## src/design/ppid_pkg.sv

```systemverilog
package ppid_pkg;

  // Field widths
  localparam int POS_W     = 16;
  localparam int GAIN_W    = 16;
  localparam int BAND_W    = 16;
  localparam int ERR_W     = POS_W + 1;
  localparam int DERR_W    = ERR_W + 1;
  localparam int DRIVE_W   = 16;
  localparam int CFG_IDX_W = 3;

  // Arithmetic constants
  localparam int FRAC_BITS  = 8;
  localparam int ROUND_HALF = 128;
  localparam int DECAY_NUM  = 230;
  localparam int DRIVE_MAX  = 16384;

  // Register reset values
  localparam int PROP_GAIN_RST    = 256;
  localparam int ERROR_BAND_RST   = 50;
  localparam int WINDUP_LIMIT_RST = 60;

  // Configuration register indexes
  typedef enum logic [CFG_IDX_W-1:0] {
    REG_PROP_GAIN    = 3'd0,
    REG_INTEG_GAIN   = 3'd1,
    REG_DERIV_GAIN   = 3'd2,
    REG_ERROR_BAND   = 3'd3,
    REG_WINDUP_LIMIT = 3'd4
  } cfg_reg_t;

  // Datapath operations, one per controller step
  typedef enum logic [2:0] {
    OP_IDLE,
    OP_PROP,
    OP_DERIV,
    OP_ITEST,
    OP_DECAY,
    OP_IMUL,
    OP_SUM,
    OP_OUT
  } dp_op_t;

  typedef struct packed {
    dp_op_t op;
  } dp_cmd_t;

  typedef struct packed {
    logic in_valid;
    logic windup;
    logic out_busy;
  } dp_stat_t;

endpackage

```

## src/design/ppid_in_if.sv

```systemverilog
interface ppid_in_if;
  import ppid_pkg::*;

  logic                    valid;
  logic                    ready;
  logic signed [POS_W-1:0] measured_position;
  logic signed [POS_W-1:0] target_position;

  modport source(output valid, output measured_position, output target_position,
                 input ready);
  modport sink(input valid, input measured_position, input target_position,
               output ready);
endinterface

```

## src/design/ppid_out_if.sv

```systemverilog
interface ppid_out_if;
  import ppid_pkg::*;

  logic                      valid;
  logic                      ready;
  logic signed [DRIVE_W-1:0] drive_value;
  logic                      saturated;

  modport source(output valid, output drive_value, output saturated, input ready);
  modport sink(input valid, input drive_value, input saturated, output ready);
endinterface

```

## src/design/ppid_cfg_if.sv

```systemverilog
interface ppid_cfg_if;
  import ppid_pkg::*;

  logic                 valid;
  logic                 ready;
  logic [CFG_IDX_W-1:0] index;
  logic [GAIN_W-1:0]    data;

  modport source(output valid, output index, output data, input ready);
  modport sink(input valid, input index, input data, output ready);
endinterface

```

## src/design/ppid_ctrl.sv

```systemverilog
module ppid_ctrl (
  input  logic              clk,
  input  logic              rst,
  input  ppid_pkg::dp_stat_t stat,
  output ppid_pkg::dp_cmd_t  cmd
);
  import ppid_pkg::*;

  typedef enum logic [2:0] {
    S_IDLE,
    S_PROP,
    S_DERIV,
    S_ITEST,
    S_DECAY,
    S_IMUL,
    S_SUM,
    S_OUT
  } state_t;

  state_t state;
  state_t state_next;

  // Step sequence; the decay branch recomputes the integral product
  always_comb begin
    state_next = state;
    unique case (state)
      S_IDLE:  if (stat.in_valid) state_next = S_PROP;
      S_PROP:  state_next = S_DERIV;
      S_DERIV: state_next = S_ITEST;
      S_ITEST: state_next = S_DECAY;
      S_DECAY: state_next = stat.windup ? S_IMUL : S_OUT;
      S_IMUL:  state_next = S_SUM;
      S_SUM:   state_next = S_OUT;
      S_OUT:   if (!stat.out_busy) state_next = S_IDLE;
    endcase
  end

  always_ff @(posedge clk) begin
    if (rst) begin
      state <= S_IDLE;
    end else begin
      state <= state_next;
    end
  end

  // Command decode
  always_comb begin
    unique case (state)
      S_IDLE:  cmd.op = OP_IDLE;
      S_PROP:  cmd.op = OP_PROP;
      S_DERIV: cmd.op = OP_DERIV;
      S_ITEST: cmd.op = OP_ITEST;
      S_DECAY: cmd.op = OP_DECAY;
      S_IMUL:  cmd.op = OP_IMUL;
      S_SUM:   cmd.op = OP_SUM;
      S_OUT:   cmd.op = OP_OUT;
    endcase
  end

  a_accept_starts: assert property (@(posedge clk) disable iff (rst)
    (state == S_IDLE && stat.in_valid) |=> (state == S_PROP))
    else $error("accepted beat did not start the sequence");

  a_no_decay_skips: assert property (@(posedge clk) disable iff (rst)
    (state == S_DECAY && !stat.windup) |=> (state == S_OUT))
    else $error("no-decay path did not go straight to output");

  a_out_holds: assert property (@(posedge clk) disable iff (rst)
    (state == S_OUT && stat.out_busy) |=> (state == S_OUT))
    else $error("left output step while result register was full");

endmodule

```

## src/design/ppid_dp.sv

```systemverilog
module ppid_dp #(
  parameter int INTEGRAL_WIDTH = 24
) (
  input  logic               clk,
  input  logic               rst,
  input  ppid_pkg::dp_cmd_t  cmd,
  output ppid_pkg::dp_stat_t stat,
  ppid_in_if.sink            sample,
  ppid_out_if.source         result,
  ppid_cfg_if.sink           cfg
);
  import ppid_pkg::*;

  localparam int IW     = INTEGRAL_WIDTH;
  localparam int MB_W   = (IW > DERR_W) ? IW : DERR_W;
  localparam int PROD_W = GAIN_W + MB_W;
  localparam int ACC_W  = PROD_W + 2;
  localparam logic signed [IW-1:0]    I_MAX = {1'b0, {(IW-1){1'b1}}};
  localparam logic signed [IW-1:0]    I_MIN = {1'b1, {(IW-1){1'b0}}};
  localparam logic signed [ACC_W-1:0] Q_MAX = ACC_W'(DRIVE_MAX);
  localparam logic signed [ACC_W-1:0] Q_MIN = -ACC_W'(DRIVE_MAX);

  // Configuration registers
  logic signed [GAIN_W-1:0] prop_gain;
  logic signed [GAIN_W-1:0] integ_gain;
  logic signed [GAIN_W-1:0] deriv_gain;
  logic [BAND_W-1:0]        error_band;
  logic [BAND_W-1:0]        windup_limit;

  // Controller state and working registers
  logic signed [ERR_W-1:0]  previous_error;
  logic signed [IW-1:0]     error_integral;
  logic signed [ERR_W-1:0]  err;
  logic signed [DERR_W-1:0] derr;
  logic                     integ_en;
  logic signed [PROD_W-1:0] prod;
  logic signed [ACC_W-1:0]  acc;

  logic accept;
  logic out_load;

  assign cfg.ready = 1'b1;

  always_ff @(posedge clk) begin
    if (rst) begin
      prop_gain    <= GAIN_W'(PROP_GAIN_RST);
      integ_gain   <= '0;
      deriv_gain   <= '0;
      error_band   <= BAND_W'(ERROR_BAND_RST);
      windup_limit <= BAND_W'(WINDUP_LIMIT_RST);
    end else if (cfg.valid && cfg.ready) begin
      unique case (cfg.index)
        REG_PROP_GAIN:    prop_gain    <= cfg.data;
        REG_INTEG_GAIN:   integ_gain   <= cfg.data;
        REG_DERIV_GAIN:   deriv_gain   <= cfg.data;
        REG_ERROR_BAND:   error_band   <= cfg.data;
        REG_WINDUP_LIMIT: windup_limit <= cfg.data;
        default: ;
      endcase
    end
  end

  // Input beat: error, error change and integration enable
  logic signed [ERR_W-1:0]  err_in;
  logic signed [DERR_W-1:0] derr_in;
  logic [ERR_W-1:0]         err_mag;
  logic [DERR_W-1:0]        derr_mag;

  assign sample.ready = (cmd.op == OP_IDLE);
  assign accept       = sample.valid && sample.ready;

  assign err_in   = ERR_W'(sample.target_position) - ERR_W'(sample.measured_position);
  assign derr_in  = DERR_W'(err_in) - DERR_W'(previous_error);
  assign err_mag  = err_in[ERR_W-1] ? ERR_W'(-err_in) : ERR_W'(err_in);
  assign derr_mag = derr_in[DERR_W-1] ? DERR_W'(-derr_in) : DERR_W'(derr_in);

  // Shared multiplier
  logic signed [GAIN_W-1:0] mul_a;
  logic signed [MB_W-1:0]   mul_b;
  logic signed [PROD_W-1:0] mul_p;

  always_comb begin
    unique case (cmd.op)
      OP_PROP: begin
        mul_a = prop_gain;
        mul_b = MB_W'(err);
      end
      OP_DERIV: begin
        mul_a = deriv_gain;
        mul_b = MB_W'(derr);
      end
      default: begin
        mul_a = integ_gain;
        mul_b = MB_W'(error_integral);
      end
    endcase
  end

  assign mul_p = PROD_W'(mul_a) * PROD_W'(mul_b);

  // Saturating integral update
  logic signed [IW:0]   isum;
  logic signed [IW-1:0] integ_sat;

  assign isum      = (IW+1)'(error_integral) + (IW+1)'(err);
  assign integ_sat = (isum[IW] != isum[IW-1]) ? (isum[IW] ? I_MIN : I_MAX)
                                              : IW'(isum);

  // Windup test and decay by 230/256, truncated toward zero
  logic [PROD_W-1:0]    prod_mag;
  logic [IW-1:0]        int_mag;
  logic [IW+7:0]        decay_prod;
  logic [IW-1:0]        decay_mag;
  logic signed [IW-1:0] integ_decay;

  assign prod_mag    = prod[PROD_W-1] ? PROD_W'(-prod) : PROD_W'(prod);
  assign stat.windup = (prod_mag >= PROD_W'({windup_limit, {FRAC_BITS{1'b0}}}));
  assign int_mag     = error_integral[IW-1] ? IW'(-error_integral) : IW'(error_integral);
  assign decay_prod  = (IW+8)'(int_mag) * (IW+8)'(DECAY_NUM);
  assign decay_mag   = decay_prod[IW+7:FRAC_BITS];
  assign integ_decay = error_integral[IW-1] ? -$signed(decay_mag) : $signed(decay_mag);

  always_ff @(posedge clk) begin
    if (rst) begin
      previous_error <= '0;
      error_integral <= '0;
    end else begin
      if (accept) begin
        previous_error <= err_in;
      end
      if (cmd.op == OP_PROP && integ_en) begin
        error_integral <= integ_sat;
      end else if (cmd.op == OP_DECAY && stat.windup) begin
        error_integral <= integ_decay;
      end
    end
  end

  // Working registers and accumulator
  always_ff @(posedge clk) begin
    if (accept) begin
      err      <= err_in;
      derr     <= derr_in;
      integ_en <= (err_mag <= ERR_W'(error_band)) && (derr_mag <= DERR_W'(error_band));
    end
    unique case (cmd.op)
      OP_PROP: prod <= mul_p;
      OP_DERIV: begin
        acc  <= ACC_W'(prod);
        prod <= mul_p;
      end
      OP_ITEST: begin
        acc  <= acc + ACC_W'(prod);
        prod <= mul_p;
      end
      OP_DECAY: if (!stat.windup) acc <= acc + ACC_W'(prod);
      OP_IMUL: prod <= mul_p;
      OP_SUM:  acc <= acc + ACC_W'(prod);
      default: ;
    endcase
  end

  // Round half up, saturate, result register
  logic signed [ACC_W-1:0]   rsum;
  logic signed [ACC_W-1:0]   q;
  logic signed [DRIVE_W-1:0] drive_next;
  logic                      sat_next;

  assign rsum = acc + ACC_W'(ROUND_HALF);
  assign q    = rsum >>> FRAC_BITS;

  always_comb begin
    priority if (q > Q_MAX) begin
      drive_next = DRIVE_W'(DRIVE_MAX);
      sat_next   = 1'b1;
    end else if (q < Q_MIN) begin
      drive_next = -DRIVE_W'(DRIVE_MAX);
      sat_next   = 1'b1;
    end else begin
      drive_next = DRIVE_W'(q);
      sat_next   = 1'b0;
    end
  end

  assign stat.out_busy = result.valid && !result.ready;
  assign stat.in_valid = sample.valid;
  assign out_load      = (cmd.op == OP_OUT) && !stat.out_busy;

  always_ff @(posedge clk) begin
    if (rst) begin
      result.valid <= 1'b0;
    end else if (out_load) begin
      result.valid <= 1'b1;
    end else if (result.ready) begin
      result.valid <= 1'b0;
    end
  end

  always_ff @(posedge clk) begin
    if (out_load) begin
      result.drive_value <= drive_next;
      result.saturated   <= sat_next;
    end
  end

  a_drive_in_range: assert property (@(posedge clk) disable iff (rst)
    result.valid |-> (result.drive_value <= DRIVE_W'(DRIVE_MAX) &&
                      result.drive_value >= -DRIVE_W'(DRIVE_MAX)))
    else $error("drive value outside limit");

  a_sat_at_limit: assert property (@(posedge clk) disable iff (rst)
    (result.valid && result.saturated) |->
      (result.drive_value == DRIVE_W'(DRIVE_MAX) ||
       result.drive_value == -DRIVE_W'(DRIVE_MAX)))
    else $error("saturated flag without clipped drive");

  a_decay_shrinks: assert property (@(posedge clk) disable iff (rst)
    (cmd.op == OP_DECAY && stat.windup) |=> (int_mag <= $past(int_mag)))
    else $error("integral decay grew the integral");

endmodule

```

## src/design/position_pid_with_windup_guard_top.sv

```systemverilog
// Position PID controller with conditional-integration anti-windup. Each
// sample beat carries a measured and a target position; each result beat
// carries the Q8.8-rounded, saturated drive value and a clip flag. The result
// register is loaded at the output step after the proportional, derivative,
// integral-test and decay steps, and after integral multiply and sum steps
// when the integral decays, because the three gain products and the windup
// test all share one 16-bit by max(INTEGRAL_WIDTH, 18)-bit multiplier in turn.
// The sequence then returns to idle, the only step that takes a sample, so no
// new sample is taken before the last is through. It holds at the output
// step while the previous result is still waiting to be taken, and that stall
// adds directly to the item time. A new sample is taken as soon as the
// sequence returns to idle, even while the last result waits to be taken.
// Configuration writes are accepted every cycle and should be made only while the block is idle.
module position_pid_with_windup_guard_top #(
  parameter int INTEGRAL_WIDTH = 24
) (
  input  logic       clk,
  input  logic       rst,
  ppid_in_if.sink    sample,
  ppid_out_if.source result,
  ppid_cfg_if.sink   cfg
);
  import ppid_pkg::*;

  dp_cmd_t  cmd;
  dp_stat_t stat;

  ppid_ctrl u_ctrl (
    .clk  (clk),
    .rst  (rst),
    .stat (stat),
    .cmd  (cmd)
  );

  ppid_dp #(
    .INTEGRAL_WIDTH(INTEGRAL_WIDTH)
  ) u_dp (
    .clk    (clk),
    .rst    (rst),
    .cmd    (cmd),
    .stat   (stat),
    .sample (sample),
    .result (result),
    .cfg    (cfg)
  );

endmodule

```

## src/flat_wrapper.sv

```systemverilog
// flat-port wrapper written by rule: the top's interface ports become plain ports
module position_pid_with_windup_guard_top_flat import ppid_pkg::*;
#(
  parameter int INTEGRAL_WIDTH = 24
)
  (clk, rst, sample_valid, sample_measured_position, sample_target_position, sample_ready, result_valid, result_drive_value, result_saturated, result_ready, cfg_valid, cfg_index, cfg_data, cfg_ready);
  ppid_in_if sample_i ();
  ppid_out_if result_i ();
  ppid_cfg_if cfg_i ();
  input  logic clk;
  input  logic rst;
  input wire logic [$bits(sample_i.valid)-1:0] sample_valid;
  input wire logic [$bits(sample_i.measured_position)-1:0] sample_measured_position;
  input wire logic [$bits(sample_i.target_position)-1:0] sample_target_position;
  output wire logic [$bits(sample_i.ready)-1:0] sample_ready;
  output wire logic [$bits(result_i.valid)-1:0] result_valid;
  output wire logic [$bits(result_i.drive_value)-1:0] result_drive_value;
  output wire logic [$bits(result_i.saturated)-1:0] result_saturated;
  input wire logic [$bits(result_i.ready)-1:0] result_ready;
  input wire logic [$bits(cfg_i.valid)-1:0] cfg_valid;
  input wire logic [$bits(cfg_i.index)-1:0] cfg_index;
  input wire logic [$bits(cfg_i.data)-1:0] cfg_data;
  output wire logic [$bits(cfg_i.ready)-1:0] cfg_ready;
  assign sample_i.valid = sample_valid;
  assign sample_i.measured_position = sample_measured_position;
  assign sample_i.target_position = sample_target_position;
  assign sample_ready = sample_i.ready;
  assign result_valid = result_i.valid;
  assign result_drive_value = result_i.drive_value;
  assign result_saturated = result_i.saturated;
  assign result_i.ready = result_ready;
  assign cfg_i.valid = cfg_valid;
  assign cfg_i.index = cfg_index;
  assign cfg_i.data = cfg_data;
  assign cfg_ready = cfg_i.ready;
  position_pid_with_windup_guard_top #(.INTEGRAL_WIDTH(INTEGRAL_WIDTH)) u_core (.clk(clk), .rst(rst), .sample(sample_i), .result(result_i), .cfg(cfg_i));
endmodule
```

## config.mk

```make
export PLATFORM = sky130hd
export DESIGN_NAME = position_pid_with_windup_guard_top_flat
export DESIGN_NICKNAME = d
export VERILOG_FILES = /design/src/design/ppid_pkg.sv /design/src/design/ppid_in_if.sv /design/src/design/ppid_out_if.sv /design/src/design/ppid_cfg_if.sv /design/src/design/ppid_ctrl.sv /design/src/design/ppid_dp.sv /design/src/design/position_pid_with_windup_guard_top.sv /design/src/flat_wrapper.sv
export SDC_FILE = /design/constraint.sdc
export NUM_CORES = 2
export LEC_CHECK = 0
export BUFFER_PORTS_ARGS = -buffer_cell sky130_fd_sc_hd__buf_4
export CORE_AREA = 2 2 308 310
export CTS_CLUSTER_DIAMETER = 80
export DETAILED_ROUTE_END_ITERATION = 12
export DIE_AREA = 0 0 310 312
export GPL_TIMING_DRIVEN = 0
export PLACE_DENSITY_LB_ADDON = 0.12
export SLEW_MARGIN = 10
export SYNTH_ARGS = -nofsm -noshare
export SYNTH_HDL_FRONTEND = slang
export SYNTH_SLANG_ARGS = --single-unit
export TNS_END_PERCENT = 100
```

## constraint.sdc

```tcl
create_clock -name clk -period 7.2 [get_ports clk]
set_clock_uncertainty 0.05 [all_clocks]
set_input_delay 0.72 -clock clk [delete_from_list [all_inputs] [get_ports clk]]
set_output_delay 0.72 -clock clk [all_outputs]
set_load 0.03 [all_outputs]
```

==> flow_summary.json <==
{
  "status": "finished with violations",
  "violations": "negative setup slack",
  "cpLargestDelayFamily": "adder cells",
  "fmax_mhz": 135,
  "fin_nets": 5551,
  "dr.pass1.iters": 5,
  "clock_latency_ns": 0.57,
  "overflow": 0,
  "dieArea_sq_um": 96700,
  "netlist.top_cell.by_area": "fa_1",
  "synth_top_area_frac": 0.236,
  "cpMostUsedCell": "fa_1",
  "period_minus_slack_ns": 7.42,
  "hold_ws_ns": 0.403,
  "tightest_slew_ns": 0.968,
  "synth.distinct_cells": 105,
  "antenna_found_initial": 3,
  "synth_flop_cell": "edfxtp_1",
  "critPathKind": "flop to flop",
  "drc": 0,
  "synth-edff-count": 135,
  "postSynthAreaPerCell_sq_um": 8.36,
  "layout_setup_ws_ns": -0.222,
  "met3_length_um": 7750,
  "cts_root_buffer": "clkbuf_16",
  "die_height_um": 312,
  "critPathLaunchType": "flop",
  "initial_utilization": 0.399,
  "rsz0062_at_grt": "true",
  "worstPathRequired_ns": 7.45,
  "critPathMaxStageDelay_ns": 0.61,
  "wl_per_cell_um": 20.6,
  "clock-sinks": 263,
  "ios": 76,
  "yosys_register_bits": 263,
  "cp.arrival_ns": 7.67,
  "max_cap_violations": 0,
  "yosys.cell_count.top_type": "inv_1",
  "synth_commonest_cells": "737 x inv_1, 548 x nand2_1, 438 x fa_1, 365 x nor2_1, 320 x ha_1",
  "port_buffers": 73,
  "crit_fanout": 5,
  "period_share": 1.03,
  "finalSetupViolations": 11,
  "cts.clk_slew.worst_paths_ns": 0.06,
  "num_vias": 32300,
  "final_hold_viol_count": 0,
  "routed_via_density": 5.37,
  "hold_path.class": "flop to flop",
  "cts_max_path_buffers": 3,
  "slowest_stage": "fa_2",
  "yosysWarnings": 0,
  "synth_seq_area_share": 0.178,
  "wl_met2_um": 54300,
  "final_layout_size_suffix_gt1_frac": 0.175,
  "core_sq_um": 93000,
  "grt_pass1_wl_um": 192000,
  "syn2layout_area_growth_pct": 22.2,
  "syn-cell-area_sq_um": 37100,
  "async_flop_share": 0,
  "pre_cts_slack_ns": -1.94,
  "cts_tree": "done",
  "grt_pass1_vias": 32300,
  "worst_slew_margin_rel": 0.355,
  "slew_violations": 0,
  "track_usage": 0.257,
  "fp-row-count": 112,
  "drtAntennaViolNets": 0,
  "cts_max_level": 2,
  "dpl.hpwl_um": 97900,
  "wl_met1_um": 57300,
  "finalWirelength_um": 124000,
  "fill_cells": 9040,
  "top_layer_used": "met5",
  "die_w_um": 310,
  "routabilityCongestion": 0.915,
  "endpoint_kind": "flop",
  "syn_inst": 4441,
  "worst-path-buf-inv": 11,
  "drtIter0Drc": 2276,
  "synth_area_leaders": "fa_1 24%, edfxtp_1 11%, ha_1 11%",
  "synth.net_count": 5255,
  "grt_max_degree": 29,
  "cts_buffers": 35
}
-- timing repair --
item                                    CTS  global route
pin swaps                               184           102
hold buffers                              0             0
endpoints found under the setup margin   47            36
resized for setup                       461           197
buffers inserted                        135            48
cloned                                   12             0
hold endpoints to repair                  0             0
-- layer usage --
| layer | global-route usage | vias up |
|---|---|---|
| li1 | - | 15300 |
| met1 | 0.371 | 15800 |
| met2 | 0.393 | 1009 |
| met3 | 0.0393 | 215 |
| met4 | 0.0878 | 2 |
| met5 | 0 | - |
-- path summary, 6_finish.rpt --
path                                                             startpoint                                           to  slack, ns  cells after the start
worst max register to register              u_core.u_ctrl.cmd[1]$_SDFF_PP0_               u_core.u_dp.prod[38]$_DFFE_PP_      -0.22                     31
worst min-delay path            u_core.u_dp.previous_error[14]$_SDFFE_PP0P_  u_core.u_dp.previous_error[14]$_SDFFE_PP0P_       0.40                      2
worst max-delay path                        u_core.u_ctrl.cmd[1]$_SDFF_PP0_               u_core.u_dp.prod[38]$_DFFE_PP_      -0.22                     31
worst min register to register  u_core.u_dp.previous_error[14]$_SDFFE_PP0P_  u_core.u_dp.previous_error[14]$_SDFFE_PP0P_       0.40                      2
-- sequential cells by signal, indices dropped and copies added, names as in the netlist --
register / flops
u_core.u_ctrl.cmd: 3
u_core.u_ctrl.state: 3
u_core.u_dp.acc: 42
u_core.u_dp.deriv_gain: 16
u_core.u_dp.derr: 18
u_core.u_dp.err: 17
u_core.u_dp.error_band: 16
u_core.u_dp.error_integral: 24
u_core.u_dp.integ_en: 1
u_core.u_dp.integ_gain: 16
u_core.u_dp.previous_error: 17
u_core.u_dp.prod: 40
u_core.u_dp.prop_gain: 16
u_core.u_dp.result.drive_value: 16
u_core.u_dp.result.saturated: 1
u_core.u_dp.result.valid: 1
u_core.u_dp.windup_limit: 16
-- final cells by class --
| class | count | area [sq um] | area share |
|---|---|---|---|
| Timing Repair Buffer | 272 | 2490 | 0.0548 |
| Antenna cell | 1 | 2.50 | 0.0000552 |
| Tap cell | 1254 | 1570 | 0.0346 |
| Multi-Input combinational cell | 3269 | 29400 | 0.649 |
| Clock buffer | 45 | 945 | 0.0208 |
| Buffer | 158 | 1360 | 0.0300 |
| Clock inverter | 15 | 155 | 0.00342 |
| Sequential cell | 263 | 6640 | 0.146 |
| Inverter | 738 | 2780 | 0.0613 |
-- kinds of logic after synthesis --
group           synth area share
simple gates               0.169
buf+inv                   0.0933
compound gates             0.155
fa+ha+maj                  0.344
flops                      0.178
xor+xnor                  0.0564
mux                      0.00364
other cells             0.000101
-- worst register-to-register path, delay by kind of cell (launching register included) --
kind	cells	cell delay, ns
xor+xnor	1	0.13
flops	1	0.33
fa+ha+maj	7	3.40
buf+inv	11	1.19
compound gates	7	1.09
simple gates	5	0.95
-- stage by stage --
| step | instance area (sq um) | instances | utilization | setup TNS (ns) |
|---|---|---|---|---|
| finish | 45400 | 6015 | 0.488 | -1.11 |
| floorplan | 37300 | 4441 | - | 0 |
| global route | 45400 | 6014 | 0.487 | -4.85 |
| global placement | 39500 | 5768 | 0.424 | -109.93 |
| CTS | 44200 | 5969 | 0.475 | -0.951 |
| detailed placement | 39600 | 5774 | 0.426 | -39.55 |
-- cells in the final DEF, fill, tap and decap left out, drive strengths merged, types with 10 or more instances in the layout --
cell type	instances
and3	32
inv	744
buf	301
or3	17
ha	320
or4	10
a31oi	23
nand4	29
fa	438
o211ai	18
nand3b	15
o41ai	10
nor3b	16
o21a	37
o31ai	32
xnor2	161
a21oi	300
nand2b	52
nor4	24
o21bai	18
o22ai	71
dfxtp	128
or2	18
nand3	74
a21o	107
o21ai	149
and2	31
nand2	549
edfxtp	135
xor2	78
o221ai	17
clkbuf	174
nor3	65
a211oi	35
nor2b	31
nor2	365
Power is left out: the tool's default activity adds up to more than one toggle a clock period on the data nets, which glitch-free logic cannot reach.
